## config.mk

```make
export PLATFORM = sky130hd
export DESIGN_NAME = external_interrupt_line_controller
export DESIGN_NICKNAME = d
export VERILOG_FILES = /design/src/hw/rtl/eintc_pkg.sv /design/src/hw/rtl/eintc_lane.sv /design/src/hw/rtl/eintc_merge.sv /design/src/hw/rtl/external_interrupt_line_controller.sv
export SDC_FILE = /design/constraint.sdc
export NUM_CORES = 1
export LEC_CHECK = 0
export BUFFER_PORTS_ARGS = -buffer_cell sky130_fd_sc_hd__buf_2
export CAP_MARGIN = 10
export CORE_MARGIN = 4
export CORE_UTILIZATION = 60
export CTS_CLUSTER_SIZE = 10
export DETAILED_ROUTE_END_ITERATION = 10
export GPL_TIMING_DRIVEN = 0
export PLACE_DENSITY_LB_ADDON = 0.08
export SKIP_LAST_GASP = 1
export SLEW_MARGIN = 10
export SYNTH_ARGS = -nofsm -noshare
export SYNTH_HDL_FRONTEND = slang
export SYNTH_SLANG_ARGS = --single-unit
```

## constraint.sdc

```tcl
create_clock -name clk -period 2.2 [get_ports clk]
set_input_delay 0.11 -clock clk [delete_from_list [all_inputs] [get_ports clk]]
set_output_delay 0.11 -clock clk [all_outputs]
set_load 0.005 [all_outputs]
```

## src/hw/rtl/eintc_pkg.sv

```systemverilog
`timescale 1ns / 1ps

package eintc_pkg;

  // Line configuration
  localparam int LINE_COUNT        = 16;
  localparam int FIRST_GROUP_LINE  = 5;
  localparam int MAX_LINES         = 16;
  localparam int SINGLE_BITS       = 5;
  localparam int SECOND_GROUP_LINE = 10;

  // Field widths
  localparam int REQ_W  = 2;
  localparam int ADDR_W = 3;
  localparam int DATA_W = 16;
  localparam int PORT_W = 4;
  localparam int SEL_W  = 4;
  localparam int IRQ_W  = 7;

  localparam int IN_TDATA_W  = 40;
  localparam int OUT_TDATA_W = 24;

  // Request kinds
  localparam logic [REQ_W-1:0] REQ_READ   = 2'd0;
  localparam logic [REQ_W-1:0] REQ_WRITE  = 2'd1;
  localparam logic [REQ_W-1:0] REQ_SAMPLE = 2'd2;

  // Register map
  localparam logic [ADDR_W-1:0] ADDR_MASK    = 3'd0;
  localparam logic [ADDR_W-1:0] ADDR_RISING  = 3'd1;
  localparam logic [ADDR_W-1:0] ADDR_FALLING = 3'd2;
  localparam logic [ADDR_W-1:0] ADDR_PENDING = 3'd3;
  localparam logic [ADDR_W-1:0] ADDR_SEL0    = 3'd4;
  localparam logic [ADDR_W-1:0] ADDR_SEL1    = 3'd5;
  localparam logic [ADDR_W-1:0] ADDR_SEL2    = 3'd6;
  localparam logic [ADDR_W-1:0] ADDR_SEL3    = 3'd7;

  // Item-wide controls broadcast to every lane
  typedef struct packed {
    logic              mask_we;
    logic              rise_we;
    logic              fall_we;
    logic              pend_we;
    logic              sample;
    logic [PORT_W-1:0] port;
  } lane_ctl_t;

  // Per-lane state seen by the merge stage
  typedef struct packed {
    logic             mask;
    logic             rise;
    logic             fall;
    logic             pend;
    logic [SEL_W-1:0] sel;
    logic             active;
  } lane_stat_t;

  // Which irq output bit a line drives
  function automatic logic [2:0] line_irq_bit(input int l);
    logic [2:0] b;
    if (l < FIRST_GROUP_LINE && l < SINGLE_BITS) begin
      b = 3'(l);
    end else if (l < SECOND_GROUP_LINE) begin
      b = 3'd5;
    end else begin
      b = 3'd6;
    end
    return b;
  endfunction

endpackage

```

## src/hw/rtl/eintc_lane.sv

```systemverilog
`timescale 1ns / 1ps

module eintc_lane (
  input  logic                     clk,
  input  logic                     rst,
  input  eintc_pkg::lane_ctl_t     ctl,
  input  logic                     sel_we,
  input  logic                     data_bit,
  input  logic [eintc_pkg::SEL_W-1:0] sel_data,
  input  logic                     level,
  output eintc_pkg::lane_stat_t    stat
);
  import eintc_pkg::*;

  logic             mask, mask_next;
  logic             rise_en, rise_en_next;
  logic             fall_en, fall_en_next;
  logic             pend, pend_next;
  logic             last_level, last_level_next;
  logic [SEL_W-1:0] sel, sel_next;
  logic             hit;
  logic             edge_set;

  // Edge detect on the sampled pin when this line watches that port
  assign hit      = ctl.sample && (sel == ctl.port);
  assign edge_set = hit && ((level && !last_level && rise_en) ||
                            (!level && last_level && fall_en));

  always_comb begin
    mask_next       = ctl.mask_we ? data_bit : mask;
    rise_en_next    = ctl.rise_we ? data_bit : rise_en;
    fall_en_next    = ctl.fall_we ? data_bit : fall_en;
    sel_next        = sel_we ? sel_data : sel;
    last_level_next = hit ? level : last_level;
    // write 1 clears; an edge sets regardless of mask
    pend_next       = (pend && !(ctl.pend_we && data_bit)) || edge_set;
  end

  always_ff @(posedge clk) begin
    if (rst) begin
      mask       <= 1'b0;
      rise_en    <= 1'b0;
      fall_en    <= 1'b0;
      pend       <= 1'b0;
      last_level <= 1'b0;
      sel        <= '0;
    end else begin
      mask       <= mask_next;
      rise_en    <= rise_en_next;
      fall_en    <= fall_en_next;
      pend       <= pend_next;
      last_level <= last_level_next;
      sel        <= sel_next;
    end
  end

  // Current values for reads, post-update request for irq
  always_comb begin
    stat.mask   = mask;
    stat.rise   = rise_en;
    stat.fall   = fall_en;
    stat.pend   = pend;
    stat.sel    = sel;
    stat.active = pend_next && mask_next;
  end

endmodule

```

## src/hw/rtl/eintc_merge.sv

```systemverilog
`timescale 1ns / 1ps

module eintc_merge (
  input  eintc_pkg::lane_stat_t [eintc_pkg::LINE_COUNT-1:0] stat,
  input  logic                         rd_en,
  input  logic [eintc_pkg::ADDR_W-1:0] reg_addr,
  output logic [eintc_pkg::DATA_W-1:0] read_data,
  output logic [eintc_pkg::IRQ_W-1:0]  irq_lines
);
  import eintc_pkg::*;

  logic [MAX_LINES-1:0]       mask_v, rise_v, fall_v, pend_v, active_v;
  logic [MAX_LINES*SEL_W-1:0] sel_flat;
  logic [DATA_W-1:0]          reg_v;

  // Gather lane state, absent lines read as zero
  for (genvar l = 0; l < MAX_LINES; l++) begin : g_gather
    if (l < LINE_COUNT) begin : g_on
      assign mask_v[l]               = stat[l].mask;
      assign rise_v[l]               = stat[l].rise;
      assign fall_v[l]               = stat[l].fall;
      assign pend_v[l]               = stat[l].pend;
      assign active_v[l]             = stat[l].active;
      assign sel_flat[l*SEL_W +: SEL_W] = stat[l].sel;
    end else begin : g_off
      assign mask_v[l]               = 1'b0;
      assign rise_v[l]               = 1'b0;
      assign fall_v[l]               = 1'b0;
      assign pend_v[l]               = 1'b0;
      assign active_v[l]             = 1'b0;
      assign sel_flat[l*SEL_W +: SEL_W] = '0;
    end
  end

  // Register read decode
  always_comb begin
    unique case (reg_addr) inside
      ADDR_MASK:    reg_v = mask_v;
      ADDR_RISING:  reg_v = rise_v;
      ADDR_FALLING: reg_v = fall_v;
      ADDR_PENDING: reg_v = pend_v;
      ADDR_SEL0, ADDR_SEL1, ADDR_SEL2, ADDR_SEL3:
        reg_v = sel_flat[{reg_addr[1:0], 4'b0000} +: DATA_W];
      default:      reg_v = '0;
    endcase
  end

  assign read_data = rd_en ? reg_v : '0;

  // Fold active lines onto the seven request outputs
  always_comb begin
    irq_lines = '0;
    for (int l = 0; l < MAX_LINES; l++) begin
      irq_lines[line_irq_bit(l)] = irq_lines[line_irq_bit(l)] | active_v[l];
    end
  end

endmodule

```

## src/hw/rtl/external_interrupt_line_controller.sv

```systemverilog
// A result is held in the output register, or in the skid entry while stalled.
// Throughput: one item per cycle while s_tready is high, all lines in parallel.
// A two-entry output buffer (output register plus skid) keeps s_tready high
// while one result waits; s_tready drops only when both entries are full.
// Reset (rst, synchronous, active high) clears all line state and the buffer.
`timescale 1ns / 1ps

module external_interrupt_line_controller (
  input  logic                              clk,
  input  logic                              rst,
  input  logic                              s_tvalid,
  output logic                              s_tready,
  // reg_addr[2:0], write_data[18:3], sample_port[22:19], pin_levels[38:23], zero
  input  logic [eintc_pkg::IN_TDATA_W-1:0]  s_tdata,
  // req_type[1:0]
  input  logic [eintc_pkg::REQ_W-1:0]       s_tuser,
  output logic                              m_tvalid,
  input  logic                              m_tready,
  // read_data[15:0], irq_lines[22:16], zero
  output logic [eintc_pkg::OUT_TDATA_W-1:0] m_tdata
);
  import eintc_pkg::*;

  logic [ADDR_W-1:0] reg_addr;
  logic [DATA_W-1:0] write_data;
  logic [PORT_W-1:0] sample_port;
  logic [DATA_W-1:0] pin_levels;
  logic              accept;
  logic              is_read, is_write;
  lane_ctl_t         ctl;
  logic [LINE_COUNT-1:0] sel_we;
  lane_stat_t [LINE_COUNT-1:0] stat;
  logic [DATA_W-1:0] read_data;
  logic [IRQ_W-1:0]  irq_lines;
  logic [OUT_TDATA_W-1:0] result;

  logic                   out_valid;
  logic [OUT_TDATA_W-1:0] out_data;
  logic                   skid_valid;
  logic [OUT_TDATA_W-1:0] skid_data;

  assign reg_addr    = s_tdata[2:0];
  assign write_data  = s_tdata[18:3];
  assign sample_port = s_tdata[22:19];
  assign pin_levels  = s_tdata[38:23];

  assign s_tready = !skid_valid;
  assign accept   = s_tvalid && s_tready;
  assign is_read  = accept && (s_tuser == REQ_READ);
  assign is_write = accept && (s_tuser == REQ_WRITE);

  // Write decode into lane controls
  always_comb begin
    ctl.mask_we = 1'b0;
    ctl.rise_we = 1'b0;
    ctl.fall_we = 1'b0;
    ctl.pend_we = 1'b0;
    ctl.sample  = accept && (s_tuser == REQ_SAMPLE);
    ctl.port    = sample_port;
    if (is_write) begin
      unique case (reg_addr) inside
        ADDR_MASK:    ctl.mask_we = 1'b1;
        ADDR_RISING:  ctl.rise_we = 1'b1;
        ADDR_FALLING: ctl.fall_we = 1'b1;
        ADDR_PENDING: ctl.pend_we = 1'b1;
        ADDR_SEL0, ADDR_SEL1, ADDR_SEL2, ADDR_SEL3: ;
        default: ;
      endcase
    end
  end

  // One lane per line
  for (genvar l = 0; l < LINE_COUNT; l++) begin : g_lane
    assign sel_we[l] = is_write && reg_addr[2] && (reg_addr[1:0] == 2'(l / 4));

    eintc_lane u_lane (
      .clk      (clk),
      .rst      (rst),
      .ctl      (ctl),
      .sel_we   (sel_we[l]),
      .data_bit (write_data[l]),
      .sel_data (write_data[(l % 4)*SEL_W +: SEL_W]),
      .level    (pin_levels[l]),
      .stat     (stat[l])
    );
  end

  eintc_merge u_merge (
    .stat      (stat),
    .rd_en     (is_read),
    .reg_addr  (reg_addr),
    .read_data (read_data),
    .irq_lines (irq_lines)
  );

  assign result = {1'b0, irq_lines, read_data};

  // Output register with skid entry
  always_ff @(posedge clk) begin
    if (rst) begin
      out_valid  <= 1'b0;
      skid_valid <= 1'b0;
    end else if (!out_valid || m_tready) begin
      if (skid_valid) begin
        out_valid  <= 1'b1;
        skid_valid <= 1'b0;
      end else begin
        out_valid  <= accept;
      end
    end else if (accept) begin
      skid_valid <= 1'b1;
    end
  end

  always_ff @(posedge clk) begin
    if (!out_valid || m_tready) begin
      if (skid_valid) begin
        out_data <= skid_data;
      end else if (accept) begin
        out_data <= result;
      end
    end else if (accept) begin
      skid_data <= result;
    end
  end

  assign m_tvalid = out_valid;
  assign m_tdata  = out_data;

endmodule

```

==> flow_summary.json, run 1 <==
{
  "status": "finished, final reports clean",
  "finalCritPeriodShare_pct": 97.9,
  "netlist_instances": 945,
  "h-tree-depth": 4,
  "arrival_ps": 2470,
  "pin_count": 72,
  "met2_usage_pct": 47.3,
  "cts.sinks": 192,
  "route.detailed.drc": 0,
  "grt_use_met3_pct": 6.51,
  "hp-class": "input port to register",
  "start_kind": "register",
  "placed_area_sq_mm": 0.00946,
  "avgSynthCellArea_sq_um": 9.49,
  "grt_usage_pct": 31.2,
  "die-height_microns": 130,
  "slew-limit-headroom_pct": 39.1,
  "cp_cell_sequence": "inv_1 > nand2_1 > or3_1 > clkbuf_1 > clkbuf_2 > a31oi_1 > a21o_1",
  "rows": 44,
  "ys_seq_area_share_pct": 48.0,
  "viasPerCell": 6.08,
  "clockRootBuffer": "clkbuf_16",
  "combPwrFrac_pct": 7.6,
  "finalNetCount": 1083,
  "port_buffers": 50,
  "antenna_cells": 0,
  "p_per_area_mw_per_mm2": 710,
  "grt_overflow_total": 0,
  "finalSetupViolCount": 0,
  "cts_tree": "yes",
  "grtUsageMet1_pct": 44.2,
  "slowest_stage": "a31oi_1",
  "synth_nets": 991,
  "die_x_microns": 130,
  "routed-via-count": 7507,
  "first_iter_violations": 789,
  "worst_slew_pin_slew_ps": 913,
  "drive_above_1_share_pct": 14.4,
  "finClkSkew_ps": 7.69,
  "first_global_vias": 6864,
  "endpoint_kind": "register",
  "peakVddDrop_mv": 0.561,
  "synth-seq-cells": 192,
  "required_ps": 2520,
  "cts_buffer_depth": 2,
  "finalMaxSlewViolations": 0,
  "fmax_mhz": 464,
  "synth_ff_type": "dfxtp_1",
  "start_util_pct": 61.5,
  "internal-power_mw": 5.53,
  "p_sw_share_pct": 24.8,
  "final_area_sq_mm": 0.0104,
  "grt_first_pass_wirelength_mm": 39.5,
  "path_max_fanout": 10,
  "power_mw": 7.35,
  "seqPwrFrac_pct": 50.1,
  "synth-edff-count": 46,
  "synth_top_area_share_pct": 32.6,
  "avgRoutedWirePerCell_microns": 21.1,
  "top_usage_layer": "met2",
  "netlist_area_sq_mm": 0.00897,
  "dieArea_sq_mm": 0.0170,
  "synth.area.top_cells": "dfxtp_1 (33%), edfxtp_1 (15%), mux2i_1 (7.3%), nor2_1 (5.7%), nand2_1 (5.4%)",
  "drt-total-wl_mm": 26.0,
  "clk-insertion-delay-late_ps": 450,
  "core-area_sq_mm": 0.0146,
  "p_switching_mw": 1.82,
  "dp_hpwl_mm": 18.6,
  "first_pass_iters": 5,
  "ys_async_sr_fraction_pct": 0,
  "setup_ws_ps": 45.6,
  "place.gp.congestion": 0.934,
  "cts_inserted_buffers": 17,
  "p_leak_nw": 4.25,
  "antenna_found_initial": 0,
  "clk_pin_slew_ps": 70,
  "cap_violations": 0,
  "hold_viol": 0,
  "synth_cell_type_count": 46,
  "rsz0062_at_grt": "no",
  "grt_max_degree": 24,
  "max_stage_delay_ps": 380,
  "ys_warn_count": 0,
  "yosys.area.top_type": "dfxtp_1",
  "fin_crit_ps": 2150,
  "postRouteAntennaNets": 0,
  "pre_cts_ws_ps": -239,
  "clkPwrFrac_pct": 42.3,
  "crit_type": "register to register",
  "area_growth_pct": 15.5
}
==> metrics by stage <==
step	std cells	util [%]	setup TNS (ps)	hold slack, ps
5_1_grt	1234	71.0	0	44.8
3_5_place_dp	1180	64.9	-939	382
4_1_cts	1234	70.4	0	27.8
3_3_place_gp	1179	64.8	-4490	371
6_report	1234	71.0	0	32.1
2_1_floorplan	945	-	0	246
==> kinds of logic after synthesis <==
| logic type | Yosys count | synth area share (%) |
|---|---|---|
| simple gates | 333 | 16.5 |
| flops | 192 | 48.0 |
| compound gates | 182 | 13.0 |
| buf+inv | 87 | 4.33 |
| mux | 86 | 11.9 |
| xor+xnor | 64 | 6.25 |
| other cells | 1 | 0.0418 |
==> synthesized netlist by cell type, drive strengths merged (2+ instances only) <==
cell	n
nand3b	17
nand4b	2
o21ai	15
a21o	16
o31ai	14
mux2i	65
nor4	6
a21oi	59
a31oi	27
edfxtp	46
xnor2	20
a32oi	6
o22a	3
o21a	6
nor3b	2
mux4	16
buf	32
clkbuf	44
mux2	5
nor2b	10
nand2	129
xor2	44
a22oi	33
dfxtp	146
inv	11
nor2	135
and2	2
nand3	14
nor3	8
nand4bb	2
==> worst paths after layout <==
kind	from	end	slack (ps)	depth (start not counted)
worst max register to register	skid_valid	m_tdata[7]	50	7
worst max-delay path	skid_valid	m_tdata[7]	50	7
worst min register to register	g_lane[13].u_lane.last_level	g_lane[13].u_lane.last_level	470	2
worst min-delay path	m_tready	skid_valid	30	3
==> flip-flops by register name, summed over array words and instances, names as in the netlist <==
name / count
g_lane.u_lane.sel: 64
m_tdata: 23
skid_data: 23
g_lane.u_lane.fall_en: 16
g_lane.u_lane.last_level: 16
g_lane.u_lane.mask: 16
g_lane.u_lane.pend: 16
g_lane.u_lane.rise_en: 16
m_tvalid: 1
skid_valid: 1
==> power by group through the flow <==
stage	combinational, mW	clock, mW	sequential, mW
after floorplan	0.294	0	3.76
after global placement	0.498	0	3.76
after detailed placement	0.505	0	3.76
after CTS	0.538	3.11	3.68
after global routing	0.594	3.26	3.68
final	0.560	3.11	3.68
==> per-layer routing <==
layer / part of all wire [%] / vias up / routed length (microns)
met5: 0 / - / 0
met3: 10 / 68 / 2610
met4: 2.6 / 0 / 680
met1: 43 / 3535 / 11100
li1: - / 3493 / -
met2: 45 / 411 / 11600
==> repair_timing <==
| item | CTS | global route |
|---|---|---|
| buffers inserted | 1 | 1 |
| setup endpoints to repair | 12 | 59 |
| pin swaps | 1 | 2 |
| hold buffers | 21 | 0 |
| resized for setup | 2 | 17 |
| hold endpoints to repair | 26 | 0 |
==> cells in the final DEF, fill, tap and decap left out, types with 3 or more instances in the layout <==
cell type,instances
a21o_1,16
a21oi_1,59
a22oi_1,33
a31oi_1,27
a32oi_1,6
buf_1,3
buf_2,70
buf_4,6
buf_6,3
clkbuf_1,41
clkbuf_16,17
clkinvlp_4,4
dfxtp_1,145
dlygate4sd3_1,21
edfxtp_1,46
inv_1,11
inv_6,4
mux2_2,4
mux2i_1,65
mux4_2,16
nand2_1,128
nand3_1,14
nand3b_1,17
nor2_1,134
nor2b_1,10
nor3_2,4
nor4_1,4
o21a_1,6
o21ai_0,15
o22a_1,3
o31ai_1,14
xnor2_1,20
xor2_1,44
==> cell type report <==
class                      instances  area [sq um]
buffer                            75           354
clock buffer                      17           425
clock inverter                    15           158
fill                            1143          4240
inverter                          11          41.3
multi-input combinational        666          4350
sequential                       192          4310
tap                              184           230
timing repair buffer              74           490
==> worst max-delay path: cells and delay by family, from the launching register on <==
family | cells | cell delay [ps]
buffers and inverters | 3 | 720
and+or+nand+nor | 2 | 450
DFF | 1 | 350
AOI/OAI and AO/OA | 2 | 510
Power figures use the tool's default switching activity.
==> run 2, diff against run 1 <==
CORE_UTILIZATION = 30   (was 60)
clock period = 1.7 ns   (was 2.2 ns; I/O delays follow)
==> run 2 against run 1 <==
The run now ends with setup timing left. Non-clock buffer count is 40 higher. Cell area rose by 15%. Final cell count rose by 20%. Total power increased by 35%. Critical path depth increased by 1. Die area up 93%. Fmax increased by 4.3%. Routed wire length up 29%. Largest cell class unchanged.
==> flow_summary.json, run 2 (synthesized netlist as in run 1, its figures left out) <==
{
  "status": "finished, violations left",
  "violations": "setup timing",
  "pin_count": 72,
  "fin_crit_ps": 2070,
  "grt_max_degree": 24,
  "arrival_ps": 2250,
  "route.detailed.drc": 0,
  "antenna_found_initial": 0,
  "finalCritPeriodShare_pct": 122,
  "port_buffers": 50,
  "power_mw": 9.92,
  "required_ps": 1880,
  "first_iter_violations": 565,
  "dieArea_sq_mm": 0.0327,
  "peakVddDrop_mv": 0.648,
  "cts_buffer_depth": 2,
  "cts_tree": "yes",
  "avgRoutedWirePerCell_microns": 22.6,
  "top_usage_layer": "met2",
  "hold_viol": 0,
  "drt-total-wl_mm": 33.5,
  "dp_hpwl_mm": 23.3,
  "clk-insertion-delay-late_ps": 450,
  "path_max_fanout": 6,
  "grt_usage_pct": 19.6,
  "hp-class": "input port to register",
  "h-tree-depth": 4,
  "finalMaxSlewViolations": 0,
  "met2_usage_pct": 30.7,
  "pre_cts_ws_ps": -918,
  "start_kind": "register",
  "grt_overflow_total": 0,
  "cap_violations": 0,
  "antenna_cells": 0,
  "viasPerCell": 5.07,
  "cts.sinks": 192,
  "final_common_cell": "dfxtp_1",
  "first_global_vias": 7320,
  "worst_slew_pin_slew_ps": 938,
  "grt_first_pass_wirelength_mm": 48.1,
  "fmax_mhz": 484,
  "slowest_stage": "dfxtp_4",
  "finalNetCount": 1124,
  "rows": 63,
  "crit_type": "register to register",
  "cts_inserted_buffers": 17,
  "final_cell_mix": "dfxtp_1 (145), nand2_1 (124), nor2_1 (120)",
  "cp_cell_sequence": "and4bb_1 > buf_6 > buf_4 > buf_12 > nand3_1 > a32oi_2 > o22a_1 > a41oi_1",
  "slew-limit-headroom_pct": 37.4,
  "routed-via-count": 7511,
  "postRouteAntennaNets": 0,
  "hp-start": "s_tdata[9]",
  "die-height_microns": 181,
  "start_util_pct": 30.3,
  "core-area_sq_mm": 0.0296,
  "first_pass_iters": 5,
  "clockRootBuffer": "clkbuf_16",
  "fillCellCount": 2984,
  "place.gp.congestion": 0.844,
  "clk_pin_slew_ps": 80,
  "area_growth_pct": 33.3,
  "critical-path-top-delay-family": "compound AO/OA/AOI/OAI gates",
  "grt_use_met3_pct": 3.52,
  "endpoint_kind": "register",
  "setup_ws_ps": -366,
  "r2r-start": "skid_valid",
  "finalSetupViolCount": 137,
  "p_leak_nw": 4.64,
  "rsz0062_at_grt": "yes",
  "largest-register": "g_lane.u_lane.sel",
  "die_x_microns": 181,
  "p_per_area_mw_per_mm2": 829,
  "grtUsageMet1_pct": 27.6,
  "max_stage_delay_ps": 370,
  "largest_reg_flops": 64,
  "finClkSkew_ps": 13.1,
  "critPathLaunch": "skid_valid",
  "drive_above_1_share_pct": 26.4,
  "crit_buf_inv": 3
}
## run 2: stage by stage
step	util, %	area (sq um)	TNS (ps)	hold slack, ps	instances
finish	40.4	12000	-23990	79.7	1481
global route	40.4	12000	-35470	79.4	1481
CTS	37.2	11000	-16060	30.6	1451
detailed placement	32.9	9730	-78670	366	1385
global placement	32.9	9720	-78520	354	1385
floorplan	-	8980	-243	221	945
## run 2: where the power goes
part           internal (mW)  switching, mW  leakage [nW]
combinational          0.302          0.591          2.76
clock                   2.23           2.04         0.290
sequential              4.73         0.0296          1.60
## run 2: worst reg2reg max path, delay by kind of cell (launching register included)
| family | cells | cell delay (ps) |
|---|---|---|
| buf+inv | 3 | 390 |
| simple gates | 2 | 400 |
| flops | 1 | 370 |
| compound gates | 3 | 640 |
## run 2: final timing paths
| kind | endpoint | slack [ps] | cells after the start |
|---|---|---|---|
| setup reg to reg | m_tdata[22] | -370 | 8 |
| hold / removal | g_lane[6].u_lane.mask | 80 | 3 |
| setup / recovery | m_tdata[22] | -370 | 8 |
| hold reg to reg | g_lane[13].u_lane.last_level | 470 | 2 |
## run 2: routing by layer
metal  wire, microns  part of all wire [%]
met1           16000                    48
met2           15600                    47
met3            1310                   3.9
met4             603                   1.8
met5               0                     0
## run 2: final cells by class
| cell class | instances | area, sq um | share of cell area, % |
|---|---|---|---|
| well taps | 390 | 488 | 4.08 |
| repair buffers | 116 | 988 | 8.27 |
| clock buffers | 18 | 429 | 3.59 |
| plain buffers | 73 | 509 | 4.26 |
| flip-flops and latches | 192 | 4310 | 36.0 |
| clock inverters | 14 | 166 | 1.39 |
| inverters | 11 | 41.3 | 0.345 |
| multi-input cells | 667 | 5020 | 42.0 |
## run 2: what timing repair did
action	in CTS	in global routing
pin swaps	3	17
buffers inserted	13	21
resized for setup	80	144
hold endpoints to repair	28	0
endpoints found under the setup margin	213	204
hold buffers	23	0
gates cloned	0	10
==> run 3, diff against run 2 <==
RECOVER_POWER = 25   (was not set)
==> run 3 against run 2 <==
The flow still finishes with violations (setup timing). Routed wire length about the same. Hold slack hardly changed. Sequential share of layout area is essentially flat. Via count is 0.16% higher. Register-to-register slack hardly changed. Cell area is essentially flat. Core utilization is essentially flat. Clock skew about the same. Count of clock-buffer cells in the layout did not move. First-iteration DRC count grew 0.18%. Global-route usage did not move. Final cell count stayed put. Critical path type unchanged. Critical endpoint unchanged. Largest power group unchanged.
==> flow_summary.json, run 3 (synthesized netlist as in run 1, its figures left out) <==
{
  "status": "finished, violations left",
  "violations": "setup timing",
  "placed_area_sq_mm": 0.00973,
  "slowest_stage": "dfxtp_4",
  "cap_violations": 0,
  "viasPerCell": 5.08,
  "finalCritPeriodShare_pct": 122,
  "finalSetupViolCount": 137,
  "holdWs_ps": 79.4,
  "pin_count": 72,
  "power_mw": 9.92,
  "drt-total-wl_mm": 33.5,
  "rows": 63,
  "max_stage_delay_ps": 370,
  "fin_crit_ps": 2070,
  "slew-limit-headroom_pct": 37.4,
  "die-height_microns": 181,
  "routed-via-count": 7523,
  "route.detailed.drc": 0,
  "instances_no_fill": 1481,
  "clk_pin_slew_ps": 80,
  "cts_buffer_depth": 2,
  "peakVddDrop_mv": 0.648,
  "reg2reg_depth": 8,
  "postRouteAntennaNets": 0,
  "first_pass_iters": 5,
  "arrival_ps": 2250,
  "path_max_fanout": 6,
  "start_util_pct": 30.3,
  "antenna_found_initial": 0,
  "grt_max_degree": 24,
  "final_area_sq_mm": 0.0119,
  "cts_tree": "yes",
  "finalMaxSlewViolations": 0,
  "finClkSkew_ps": 13.1,
  "rsz0062_at_grt": "yes",
  "area_growth_pct": 33.3,
  "clockRootBuffer": "clkbuf_16",
  "cts.sinks": 192,
  "place.gp.congestion": 0.844,
  "p_leak_nw": 4.63,
  "antenna_cells": 0,
  "endpoint_kind": "register",
  "h-tree-depth": 4,
  "dp_hpwl_mm": 23.3,
  "first_global_vias": 7320,
  "dieArea_sq_mm": 0.0327,
  "crit_type": "register to register",
  "largest_reg_flops": 64,
  "worst_slew_pin_slew_ps": 938,
  "avgRoutedWirePerCell_microns": 22.6,
  "cts_inserted_buffers": 17,
  "setup_ws_ps": -366,
  "grt_overflow_total": 0,
  "first_iter_violations": 566,
  "hold_depth": 3,
  "start_kind": "register",
  "dp_cells": 1385,
  "hp-class": "input port to register",
  "drive_above_1_share_pct": 25.9,
  "final_common_cell": "dfxtp_1",
  "hold_viol": 0,
  "required_ps": 1880,
  "die_x_microns": 181,
  "grt_usage_pct": 19.6,
  "clk-insertion-delay-late_ps": 450,
  "pre_cts_ws_ps": -918,
  "core-area_sq_mm": 0.0296,
  "final_cell_mix": "dfxtp_1 (145), nand2_1 (124), nor2_1 (120)",
  "fmax_mhz": 484,
  "finalNetCount": 1124,
  "largest-register": "g_lane.u_lane.sel",
  "grt_first_pass_wirelength_mm": 48.1,
  "p_per_area_mw_per_mm2": 830,
  "port_buffers": 50,
  "cp_cell_sequence": "and4bb_1 > buf_6 > buf_4 > buf_12 > nand3_1 > a32oi_2 > o22a_1 > a41oi_1",
  "fillCellCount": 2980
}
==> run 3: changes by cell type in the layout (fill, tap and decap cells not counted) <==
| cell | change |
|---|---|
| buf_2 | -5 |
| clkbuf_1 | +5 |
==> run 3: worst paths after layout <==
check | end | slack [ps] | start
max | m_tdata[22] | -370 | skid_valid
min | g_lane[6].u_lane.mask | 80 | s_tdata[9]
max reg2reg | m_tdata[22] | -370 | skid_valid
min reg2reg | g_lane[13].u_lane.last_level | 470 | g_lane[13].u_lane.last_level
==> run 3: repair_timing <==
item | in CTS | in global routing
gates resized for setup | 80 | 144
endpoints found under the hold margin | 28 | 0
hold buffers | 23 | 0
gates cloned | 0 | 10
setup buffers | 13 | 21
pin swaps | 3 | 17
endpoints found under the setup margin | 213 | 204
==> run 3: worst max-delay path, delay by kind of cell, from the launching register on <==
kind / cells / cell delay, ps
buf+inv: 3 / 390
flops: 1 / 370
compound gates: 3 / 640
simple gates: 2 / 400
==> run 3: metal layers <==
metal / routed length (microns) / vias to the layer above / share of wire, % / global-route usage, %
met3: 1320 / 39 / 3.9 / 3.52
met4: 603 / 0 / 1.8 / 6.23
met1: 16000 / 3733 / 48 / 27.6
met2: 15600 / 174 / 47 / 30.7
met5: 0 / - / 0 / 0
li1: - / 3577 / - / -
==> run 3: where the power goes <==
part / switching (mW) / total (mW) / internal, mW / leakage (nW)
Clock: 2.04 / 4.27 / 2.23 / 0.290
Combinational: 0.591 / 0.892 / 0.301 / 2.74
Sequential: 0.0298 / 4.76 / 4.73 / 1.60
Total: 2.66 / 9.92 / 7.26 / 4.63
==> run 3: final cells by class <==
class,count,area [sq um],area share (%)
Buffer,73,509,4.26
Clock buffer,18,429,3.59
Clock inverter,14,166,1.39
Inverter,11,41.3,0.346
Multi-Input combinational cell,667,5020,42.1
Sequential cell,192,4310,36.1
Tap cell,390,488,4.08
Timing Repair Buffer,116,982,8.22
==> run 3: through the flow <==
| step | TNS, ps | utilization (%) |
|---|---|---|
| global placement | -78520 | 32.9 |
| finish | -23980 | 40.4 |
| global route | -35470 | 40.4 |
| floorplan | -243 | - |
| CTS | -16060 | 37.2 |
| detailed placement | -78670 | 32.9 |
